[src/tslb_pkg.sv]
// Shared types and constants of the tree scope list builder.
package tslb_pkg;

	// Depth of the open-node stack and width of kept labels.
	localparam int STACK_DEPTH = 32;
	localparam int LABEL_BITS  = 16;
	localparam int POS_W       = 16;

	localparam int STACK_AW = $clog2(STACK_DEPTH);
	localparam int DEPTH_W  = $clog2(STACK_DEPTH + 1);
	localparam logic [DEPTH_W-1:0] FULL_DEPTH = DEPTH_W'(STACK_DEPTH);

	// Request queue between the front and the back.
	localparam int QUEUE_DEPTH = 4;
	localparam int QUEUE_AW    = $clog2(QUEUE_DEPTH);
	localparam int QUEUE_CW    = $clog2(QUEUE_DEPTH + 1);
	localparam logic [QUEUE_CW-1:0] QUEUE_FULL = QUEUE_CW'(QUEUE_DEPTH);
	localparam logic [QUEUE_AW-1:0] QUEUE_LAST = QUEUE_AW'(QUEUE_DEPTH - 1);

	localparam logic [POS_W-1:0] POS_MAX = '1;

	typedef struct packed {
		logic [23:0] tree_id;
		logic        is_backtrack;
		logic [15:0] item_label;
		logic        last_token;
	} token_t;

	typedef struct packed {
		logic [23:0] out_tree_id;
		logic [15:0] out_label;
		logic [15:0] start_pos;
		logic [15:0] end_pos;
		logic        error_flag;
		logic        last_of_run;
	} record_t;

	typedef enum logic {
		OP_PUSH,
		OP_POP
	} cmd_op_t;

	typedef struct packed {
		logic [23:0]           tree_id;
		cmd_op_t               op;
		logic [LABEL_BITS-1:0] label;
		logic                  last;
	} cmd_t;

	typedef struct packed {
		logic [LABEL_BITS-1:0] label;
		logic [POS_W-1:0]      start;
	} node_t;

	typedef enum logic [1:0] {
		ST_IDLE,
		ST_READ,
		ST_EMIT
	} back_state_t;

endpackage

[src/tree_scope_list_builder_top.sv]
// Top level of the tree scope list builder: front end, request queue, stack back end.
//
//  channel | direction | handshake             | payload
//  --------+-----------+-----------------------+---------------------------
//  tok     | in        | tok_valid / tok_ready | tslb_pkg::token_t  (one token)
//  rec     | out       | rec_valid / rec_ready | tslb_pkg::record_t (one closed node)
//
//  The front takes one token request per cycle, unless full, into a 4-entry queue.
//  While idle the back pulls one queued request per cycle for labels and
//  empty backtracks; each closed node then takes two more states (stack
//  memory read, record load). A last token drains every open node this way;
//  the queue keeps taking tokens meanwhile.
//  Reset (arst_n) clears counters, queue pointers and valid flags at once;
//  the stack memory is not cleared, only entries below the depth are read.
//  A stall on rec holds the back in its record state; tok stalls only when
//  the queue is full.
module tree_scope_list_builder_top (
	input  logic              clk,
	input  logic              arst_n,
	input  logic              tok_valid,
	output logic              tok_ready,
	input  tslb_pkg::token_t  tok,
	output logic              rec_valid,
	input  logic              rec_ready,
	output tslb_pkg::record_t rec
);

	// queued stack request between the two halves
	logic           q_valid;
	logic           q_pop;
	tslb_pkg::cmd_t q_cmd;

	// front: classify token into push / pop request
	tslb_front u_front (
		.clk       (clk),
		.arst_n    (arst_n),
		.tok_valid (tok_valid),
		.tok_ready (tok_ready),
		.tok       (tok),
		.q_valid   (q_valid),
		.q_pop     (q_pop),
		.q_cmd     (q_cmd)
	);

	// back: stack, preorder numbering, record output register
	tslb_back u_back (
		.clk       (clk),
		.arst_n    (arst_n),
		.q_valid   (q_valid),
		.q_pop     (q_pop),
		.q_cmd     (q_cmd),
		.rec_valid (rec_valid),
		.rec_ready (rec_ready),
		.rec       (rec)
	);

endmodule

[src/tslb_front.sv]
// Front end: accepts tokens, classifies them into stack requests and queues them.
module tslb_front (
	input  logic            clk,
	input  logic            arst_n,
	input  logic            tok_valid,
	output logic            tok_ready,
	input  tslb_pkg::token_t tok,
	output logic            q_valid,
	input  logic            q_pop,
	output tslb_pkg::cmd_t  q_cmd
);

	tslb_pkg::cmd_t                    queue_q [tslb_pkg::QUEUE_DEPTH];
	logic [tslb_pkg::QUEUE_AW-1:0]     head_q;
	logic [tslb_pkg::QUEUE_AW-1:0]     tail_q;
	logic [tslb_pkg::QUEUE_CW-1:0]     count_q;
	tslb_pkg::cmd_t                    cmd_in;
	logic                              push;
	logic                              pop;

	assign tok_ready = (count_q != tslb_pkg::QUEUE_FULL);
	assign push      = tok_valid && tok_ready;
	assign pop       = q_pop && q_valid;
	assign q_valid   = (count_q != '0);
	assign q_cmd     = queue_q[head_q];

	// classify: backtrack vs. label, keep only the stored label bits
	always_comb begin
		cmd_in.tree_id = tok.tree_id;
		cmd_in.op      = tok.is_backtrack ? tslb_pkg::OP_POP : tslb_pkg::OP_PUSH;
		cmd_in.label   = tok.item_label[tslb_pkg::LABEL_BITS-1:0];
		cmd_in.last    = tok.last_token;
	end

	always_ff @(posedge clk) begin
		if (push) begin
			queue_q[tail_q] <= cmd_in;
		end
	end

	always_ff @(posedge clk or negedge arst_n) begin
		if (!arst_n) begin
			head_q  <= '0;
			tail_q  <= '0;
			count_q <= '0;
		end else begin
			if (push) begin
				tail_q <= (tail_q == tslb_pkg::QUEUE_LAST) ? '0 : tail_q + 1'b1;
			end
			if (pop) begin
				head_q <= (head_q == tslb_pkg::QUEUE_LAST) ? '0 : head_q + 1'b1;
			end
			case ({push, pop})
				2'b10:   count_q <= count_q + 1'b1;
				2'b01:   count_q <= count_q - 1'b1;
				default: count_q <= count_q;
			endcase
		end
	end

endmodule

[src/tslb_back.sv]
// Back end: open-node stack, preorder numbering and record output register.
module tslb_back (
	input  logic              clk,
	input  logic              arst_n,
	input  logic              q_valid,
	output logic              q_pop,
	input  tslb_pkg::cmd_t    q_cmd,
	output logic              rec_valid,
	input  logic              rec_ready,
	output tslb_pkg::record_t rec
);

	tslb_pkg::node_t                   stack_mem [tslb_pkg::STACK_DEPTH];
	tslb_pkg::node_t                   rd_q;
	tslb_pkg::back_state_t             state_q;
	tslb_pkg::back_state_t             state_d;
	logic [tslb_pkg::DEPTH_W-1:0]      depth_q;
	logic [tslb_pkg::DEPTH_W-1:0]      depth_d;
	logic [tslb_pkg::POS_W-1:0]        pos_q;
	logic [tslb_pkg::POS_W-1:0]        pos_d;
	logic                              ovf_q;
	logic                              ovf_d;
	logic                              drain_q;
	logic                              drain_d;
	logic [23:0]                       tid_q;
	logic [23:0]                       tid_d;
	logic                              mem_we;
	logic                              rd_en;
	logic                              rec_load;
	logic [tslb_pkg::DEPTH_W-1:0]      depth_dec;
	tslb_pkg::record_t                 rec_q;
	tslb_pkg::record_t                 rec_d;
	logic                              rec_valid_q;

	assign depth_dec = depth_q - 1'b1;

	always_ff @(posedge clk or negedge arst_n) begin
		if (!arst_n) begin
			state_q <= tslb_pkg::ST_IDLE;
		end else begin
			state_q <= state_d;
		end
	end

	always_comb begin
		state_d  = state_q;
		depth_d  = depth_q;
		pos_d    = pos_q;
		ovf_d    = ovf_q;
		drain_d  = drain_q;
		tid_d    = tid_q;
		q_pop    = 1'b0;
		mem_we   = 1'b0;
		rd_en    = 1'b0;
		rec_load = 1'b0;
		unique case (state_q)
			tslb_pkg::ST_IDLE: begin
				if (q_valid) begin
					q_pop = 1'b1;
					tid_d = q_cmd.tree_id;
					if (q_cmd.op == tslb_pkg::OP_PUSH) begin
						// numbered always, stored only if there is room
						if (depth_q != tslb_pkg::FULL_DEPTH) begin
							mem_we  = 1'b1;
							depth_d = depth_q + 1'b1;
						end else begin
							ovf_d = 1'b1;
						end
						if (pos_q == tslb_pkg::POS_MAX) begin
							ovf_d = 1'b1;
						end
						pos_d = pos_q + 1'b1;
						if (q_cmd.last) begin
							drain_d = 1'b1;
							state_d = tslb_pkg::ST_READ;
						end
					end else begin
						if (depth_q != '0) begin
							drain_d = q_cmd.last;
							state_d = tslb_pkg::ST_READ;
						end else if (q_cmd.last) begin
							pos_d = '0;
							ovf_d = 1'b0;
						end
					end
				end
			end
			tslb_pkg::ST_READ: begin
				rd_en   = 1'b1;
				depth_d = depth_dec;
				state_d = tslb_pkg::ST_EMIT;
			end
			tslb_pkg::ST_EMIT: begin
				if (!rec_valid_q || rec_ready) begin
					rec_load = 1'b1;
					if (drain_q && depth_q != '0) begin
						state_d = tslb_pkg::ST_READ;
					end else begin
						if (drain_q) begin
							pos_d = '0;
							ovf_d = 1'b0;
						end
						drain_d = 1'b0;
						state_d = tslb_pkg::ST_IDLE;
					end
				end
			end
			default: begin
				state_d = tslb_pkg::ST_IDLE;
			end
		endcase
	end

	always_comb begin
		rec_d.out_tree_id = tid_q;
		rec_d.out_label   = 16'(rd_q.label);
		rec_d.start_pos   = rd_q.start;
		rec_d.end_pos     = pos_q - 1'b1;
		rec_d.error_flag  = ovf_q;
		rec_d.last_of_run = drain_q && (depth_q == '0);
	end

	always_ff @(posedge clk or negedge arst_n) begin
		if (!arst_n) begin
			depth_q     <= '0;
			pos_q       <= '0;
			ovf_q       <= 1'b0;
			drain_q     <= 1'b0;
			rec_valid_q <= 1'b0;
		end else begin
			depth_q <= depth_d;
			pos_q   <= pos_d;
			ovf_q   <= ovf_d;
			drain_q <= drain_d;
			if (rec_load) begin
				rec_valid_q <= 1'b1;
			end else if (rec_ready) begin
				rec_valid_q <= 1'b0;
			end
		end
	end

	always_ff @(posedge clk) begin
		tid_q <= tid_d;
		if (rec_load) begin
			rec_q <= rec_d;
		end
	end

	// stack memory, registered read of the top entry
	always_ff @(posedge clk) begin
		if (mem_we) begin
			stack_mem[depth_q[tslb_pkg::STACK_AW-1:0]] <= '{label: q_cmd.label, start: pos_q};
		end
		if (rd_en) begin
			rd_q <= stack_mem[depth_dec[tslb_pkg::STACK_AW-1:0]];
		end
	end

	assign rec_valid = rec_valid_q;
	assign rec       = rec_q;

`ifndef SYNTHESIS
	a_depth_bound: assert property (@(posedge clk) disable iff (!arst_n)
		depth_q <= tslb_pkg::FULL_DEPTH)
		else $error("stack depth above capacity");

	a_no_wr_rd: assert property (@(posedge clk) disable iff (!arst_n)
		!(mem_we && rd_en))
		else $error("stack write and read in one cycle");

	a_read_nonempty: assert property (@(posedge clk) disable iff (!arst_n)
		rd_en |-> depth_q != '0)
		else $error("pop from empty stack");

	a_run_end_clears: assert property (@(posedge clk) disable iff (!arst_n)
		(rec_load && rec_d.last_of_run) |=> (pos_q == '0 && !ovf_q && depth_q == '0))
		else $error("tree state not cleared after last record");
`endif

endmodule
[config.mk]
export PLATFORM = sky130hd
export DESIGN_NAME = tree_scope_list_builder_top
export DESIGN_NICKNAME = d
export VERILOG_FILES = /design/src/tslb_pkg.sv /design/src/tree_scope_list_builder_top.sv /design/src/tslb_front.sv /design/src/tslb_back.sv
export SDC_FILE = /design/constraint.sdc
export NUM_CORES = 1
export LEC_CHECK = 0
export ABC_CLOCK_PERIOD_IN_PS = 5700
export BUFFER_PORTS_ARGS = -buffer_cell sky130_fd_sc_hd__buf_2
export CORE_AREA = 2 2 482 437
export DETAILED_ROUTE_END_ITERATION = 7
export DIE_AREA = 0 0 484 439
export PLACE_DENSITY = 0.39
export SLEW_MARGIN = 40
export SYNTH_ARGS = -nofsm -noshare
export SYNTH_HDL_FRONTEND = slang
export SYNTH_HIERARCHICAL = 1
export SYNTH_SLANG_ARGS = --single-unit
[constraint.sdc]
create_clock -name clk -period 5.7 [get_ports clk]
set_input_delay 0.285 -clock clk [delete_from_list [all_inputs] [get_ports clk]]
set_output_delay 0.285 -clock clk [all_outputs]
set_load 0.02 [all_outputs]
==> out/metrics.yaml, run 1 <==
outcome: "finished clean"
synth_top_family_by_area: "multiplexers"
reg2reg_from: "u_back/depth_q[0]$_DFFE_PN0P_"
netlist_instances: 2440
core_um2: 207000
syn_to_final_growth_pct: 20.2
hold_class: "in2reg"
drt_first_pass_iters: 5
synthesis.area_um2: 51600
num_rows: 159
max_stage_delay_ns: 0.81
synth_edf_count: 1322
hp-start: "tok[21]"
dp_cells: 5257
crit_start: "u_back/depth_q[0]$_DFFE_PN0P_"
cp_max_fo: 28
fp.dieW_um: 484
setup_violations: 0
ys_top_cells_by_count: "1,322 x edfxtp_1, 298 x mux4_2, 284 x nand2_1"
post_cts_buffers: 0
crit_path_end: "u_back/stack_mem[15][4]$_DFFE_PP_"
overflow: 0
period_share_pct: 72.3
htree_levels: 4
timing.rr.end: "u_back/stack_mem[15][4]$_DFFE_PP_"
async_flop_share_pct: 2.51
cts.path.max_buffers: 3
ys.flop_type: "edfxtp_1"
rr_worst_depth: 7
start_util_pct: 24.9
synth_cell_type_count: 63
p_per_area_nw_per_um2: 611
dieArea_um2: 212000
ios: 122
grt_pass1_wl_um: 204000
worstHoldPathCells: 2
path_depth: 7
critPathKind: "reg2reg"
finish.net_count: 2785
drt_iter0_drc: 2676
yosysMostFrequentCell: "edfxtp_1"
grt.total_usage_pct: 13.5
synth-seq-cells: 1356
port_buffers: 121
drive_gt1_share_pct: 28.4
gp_congestion: 0.730
yosys.area.top_type: "edfxtp_1"
ff2ff_setup_slack_ns: 1.58
crit_slowest_cell: "dfrtp_4"
layout.core_utilization_pct: 29.9
drv_cap: 0
cts.repair.resized: 0
final_cells: 5598
leakagePower_uw: 0.0199
cts_tree: "done"
relSlewSlack_pct: 44.5
cts.sink_count: 1356
synthXorXnorAreaFrac_pct: 0.390
worst_ep_arrival_time_ns: 4.56
critPathLaunchType: "flop"
synth_area_leaders: "edfxtp_1 77%, mux4_2 13%, nand2_1 2.1%"
clkSlewWorstSetupHoldPaths_ns: 0.06
clock_latency_ns: 0.79
synth_top_area_share_pct: 76.9
grt_pass1_vias: 26300
required_ns: 6.14
drc: 0
cts-root-buf: "clkbuf_16"
vias: 25300
dpl.hpwl_um: 87600
vias_per_cell: 4.52
final.min_clock_period_ns: 4.12
fin_worst_skew_ns: 0.0375
syn-mean-instance-area_um2: 21.1
grt_max_degree: 97
synth-simple-area-share_pct: 3.67
post_synth_mux_area_share_pct: 13.8
rsz0062_at_grt: "false"
crit_path_end_kind: "flop"
maxSlewViolCount: 0
path_cells: "inv_1, ha_4, nor4b_4, a2111oi_4, nand2_2, nor2_4, buf_4"
worst-path-buf-inv: 2
yosys.area_share.adder_pct: 0.354
wirelength_um: 145000
syn-num-nets: 2500
cts_buffers: 153
ys_seq_area_share_pct: 78.6
ant_nets: 0
ir_worst_vdd_uv: 531
die_h_um: 439
antenna_found_initial: 19
synth_warnings: 6
finalSetupTns_ns: 0
clock.fmax_mhz: 243
synth_compound_area_share_pct: 1.85
hold_violations: 0
cts_hold_buffers: 47
critPathTopFamily: "simple AND/OR/NAND/NOR gates"
wire_per_inst_um: 25.9
worst_pin_slew_ns: 0.831
## placed cells by master, fill, tap and decap left out, drive strengths merged, types with 11 or more instances in the layout
master,netlist,routed
dlygate4sd3,0,46
a32o,32,32
inv,14,27
o21ai,21,21
mux4,298,298
nand2,285,285
clkinv,0,61
bufinv,0,14
nand3,11,11
clkbuf,35,191
mux2i,36,36
nor2,86,86
buf,92,211
o31ai,11,11
ha,13,13
xor2,14,14
dfrtp,34,34
edfxtp,1322,1322
o22ai,34,34
a21oi,16,16
## cells by family (layout without fill, tap and decap cells)
group                      Yosys count  in the layout
xor gates and xnor gates            23             23
adders and majority gates           14             14
buffers and inverters              141            556
AOI/OAI and AO/OA                  129            129
and+or+nand+nor                    438            438
DFF                               1356           1356
muxes                              339            339
other                                0              6
## how the worst min path moves through the flow
stage / end / slack (ns)
after CTS: u_front/queue_q[3][21]$_DFFE_PP_ / 0.17
after global routing: u_front/queue_q[2][21]$_DFFE_PP_ / 0.22
final: u_front/queue_q[0][21]$_DFFE_PP_ / 0.26
after detailed placement: u_back/pos_q[6]$_DFFE_PN0P_ / 0.29
after floorplan: u_back/depth_q[0]$_DFFE_PN0P_ / -0.01
after global placement: u_back/rec[69]$_DFFE_PP_ / 0.41
## through the flow
step / cell area [um^2] / hold slack, ns / power [uW] / setup WS (ns)
after floorplan: 51600 / -0.0106 / 22200 / 1.33
after global placement: 56000 / 0.409 / 28400 / 1.53
after detailed placement: 56500 / 0.294 / 28700 / 1.51
after CTS: 61900 / 0.173 / 38600 / 1.47
after global routing: 62000 / 0.224 / 39800 / 1.36
final: 62000 / 0.258 / 37900 / 1.58
## power breakdown
group	internal, uW	switching [uW]
combinational	4650	9400
sequential	13500	625
clock	5670	4050
total	23800	14100
## area by class of cell
type | count | area, um^2
Timing Repair Buffer | 257 | 2290
Antenna cell | 6 | 15.0
Sequential cell | 1356 | 40600
Clock inverter | 94 | 941
Multi-Input combinational cell | 943 | 10700
Clock buffer | 191 | 4010
Tap cell | 2737 | 3420
Fill cell | 20100 | 145000
Inverter | 14 | 52.6
## registers in the layout (all words and copies together), names as in the netlist
register          count
u_back/stack_mem   1024
u_back/ovf_q          1
u_back/pos_q         16
u_back/tid_q         24
u_front/tail_q        2
u_back/state_q        2
u_back/drain_q        1
u_front/head_q        2
u_front/count_q       3
u_back/depth_q        6
u_back/rd_q          32
u_back/rec           74
u_back/rec_valid      1
u_front/queue_q     168
## per-layer routing
layer  GRT usage, %  wire length, um
met1           20.0            68300
met2           20.3            63700
met3           3.11            10700
met4           2.98             2260
met5              0                0
Power figures use the tool's default switching activity.
==> inputs of run 2 (changes only) <==
--- a/config.mk
+++ b/config.mk
@@ -5,12 +5,12 @@
 export SDC_FILE = /design/constraint.sdc
 export NUM_CORES = 1
 export LEC_CHECK = 0
-export ABC_CLOCK_PERIOD_IN_PS = 5700
+export ABC_CLOCK_PERIOD_IN_PS = 3700
 export BUFFER_PORTS_ARGS = -buffer_cell sky130_fd_sc_hd__buf_2
 export CORE_AREA = 2 2 482 437
 export DETAILED_ROUTE_END_ITERATION = 7
 export DIE_AREA = 0 0 484 439
-export PLACE_DENSITY = 0.39
+export PLACE_DENSITY = 0.4
 export SLEW_MARGIN = 40
 export SYNTH_ARGS = -nofsm -noshare
 export SYNTH_HDL_FRONTEND = slang
==> constraint.sdc (replaced) <==
create_clock -name clk -period 3.7 [get_ports clk]
set_input_delay 0.185 -clock clk [delete_from_list [all_inputs] [get_ports clk]]
set_output_delay 0.185 -clock clk [all_outputs]
set_load 0.02 [all_outputs]
==> run 2 against run 1 <==
Net effect: register-to-register slack worse by 1.1 ns; routed wire length down 8.2%; total power increased by 48%; global-route usage shrank 1.1 points; critical endpoint is now u_back/rd_q[20]$_DFFE_PP_.
==> out/metrics.yaml, run 2 (synthesis gave the netlist of run 1 again) <==
wl_met1_um: 61500
wire_per_inst_um: 23.7
dieArea_um2: 212000
gp_congestion: 0.723
drv_cap: 0
drive_gt1_share_pct: 28.4
multi_input_area_um2: 10700
vias_per_cell: 4.38
rsz0062_at_grt: "false"
power_uw: 56300
final_common_cell: "edfxtp_1"
maxSlewViolCount: 0
ant_nets: 0
period_share_pct: 86.5
start_util_pct: 24.9
required_ns: 4.21
drt_iter0_drc: 1811
ios: 122
grt_pass1_vias: 26400
clock_latency_ns: 0.77
cp_max_fo: 10
dp_cells: 5282
final.min_clock_period_ns: 3.20
hp-start: "tok[35]"
reg2reg_from: "u_back/depth_q[0]$_DFFE_PN0P_"
htree_levels: 4
relSlewSlack_pct: 44.9
cts-root-buf: "clkbuf_16"
fillerInstances: 20200
finish.net_count: 2808
fin_worst_skew_ns: 0.0322
whs_ns: 0.171
drt_first_pass_iters: 5
critPathKind: "reg2reg"
drc: 0
cts_hold_buffers: 47
outcome: "finished clean"
routed.top_layer: "met5"
vias: 24600
die_h_um: 439
port_buffers: 121
clock.fmax_mhz: 313
core_um2: 207000
critPathLaunchType: "flop"
cts.sink_count: 1356
hold_class: "in2reg"
grt_pass1_wl_um: 192000
setup_violations: 0
wl_met3_um: 5480
post_cts_buffers: 0
dpl.hpwl_um: 78700
num_rows: 159
cts_tree: "done"
layout.core_utilization_pct: 29.9
fp.dieW_um: 484
finalSetupTns_ns: 0
dr_wl_met2_um: 63700
largest_register_ffs: 1024
wirelength_um: 133000
cts_buffers: 153
crit_start: "u_back/depth_q[0]$_DFFE_PN0P_"
syn_to_final_growth_pct: 20.3
grt_max_degree: 81
ir_worst_vdd_uv: 772
crit_path_end_kind: "flop"
p_per_area_nw_per_um2: 907
antenna_found_initial: 8
hold_violations: 0
final_cells: 5615
seq_area_um2: 40600
grt.total_usage_pct: 12.4
cts.repair.resized: 0
worst_ep_arrival_time_ns: 3.71
clkSlewWorstSetupHoldPaths_ns: 0.06
leakagePower_uw: 0.0200
mostFrequentLayoutCells: "1,322 x edfxtp_1, 296 x mux4_2, 284 x nand2_1, 155 x clkbuf_16, 120 x buf_2"
worst_pin_slew_ns: 0.820
overflow: 0
cts.path.max_buffers: 3
[run 2: layout make-up]
class | count | share of cell area [%]
Sequential cell | 1356 | 65.4
Multi-Input combinational cell | 943 | 17.3
Clock buffer | 189 | 6.50
Tap cell | 2737 | 5.52
Timing Repair Buffer | 280 | 3.97
Clock inverter | 89 | 1.27
Inverter | 14 | 0.0847
Antenna cell | 7 | 0.0282
[run 2: routing by layer]
layer	vias to the layer above	GRT usage [%]
met1	13300	17.0
met2	502	20.3
li1	10600	-
met5	-	0
met3	177	2.49
met4	2	3.05
[run 2: power by group]
group | total (uW) | switching [uW] | leakage (uW) | internal (uW)
registers | 21800 | 969 | 0.0125 | 20800
logic | 20000 | 12500 | 0.00510 | 7410
clock network | 14500 | 6130 | 0.00237 | 8410
total | 56300 | 19600 | 0.0200 | 36700
[run 2: per-stage QoR]
step	setup slack [ns]	cell area, um^2
2_1_floorplan	-0.151	51600
3_3_place_gp	0.512	56700
3_5_place_dp	0.463	56700
4_1_cts	0.464	62000
5_1_grt	0.312	62000
6_report	0.501	62100
[run 2: worst max-delay path: stages (launching register included)]
cell     delay, ns
dfrtp_4       0.55
inv_1         0.17
ha_1          0.48
xor2_4        0.58
buf_4         0.28
buf_4         0.20
mux2i_1       0.25
a32o_1        0.32
nor2_1        0.09
[run 2: worst paths after layout]
kind                                                         end  cells past startpoint  slack [ns]
max in group asynchronous          u_back/depth_q[0]$_DFFE_PN0P_                      4        3.00
worst min register to register          u_back/rec[59]$_DFFE_PP_                      0        0.42
worst max register to register         u_back/rd_q[20]$_DFFE_PP_                      8        0.50
worst min-delay path            u_front/queue_q[2][35]$_DFFE_PP_                      2        0.17
min in group asynchronous            u_back/pos_q[6]$_DFFE_PN0P_                      4        0.45
worst max-delay path                   u_back/rd_q[20]$_DFFE_PP_                      8        0.50
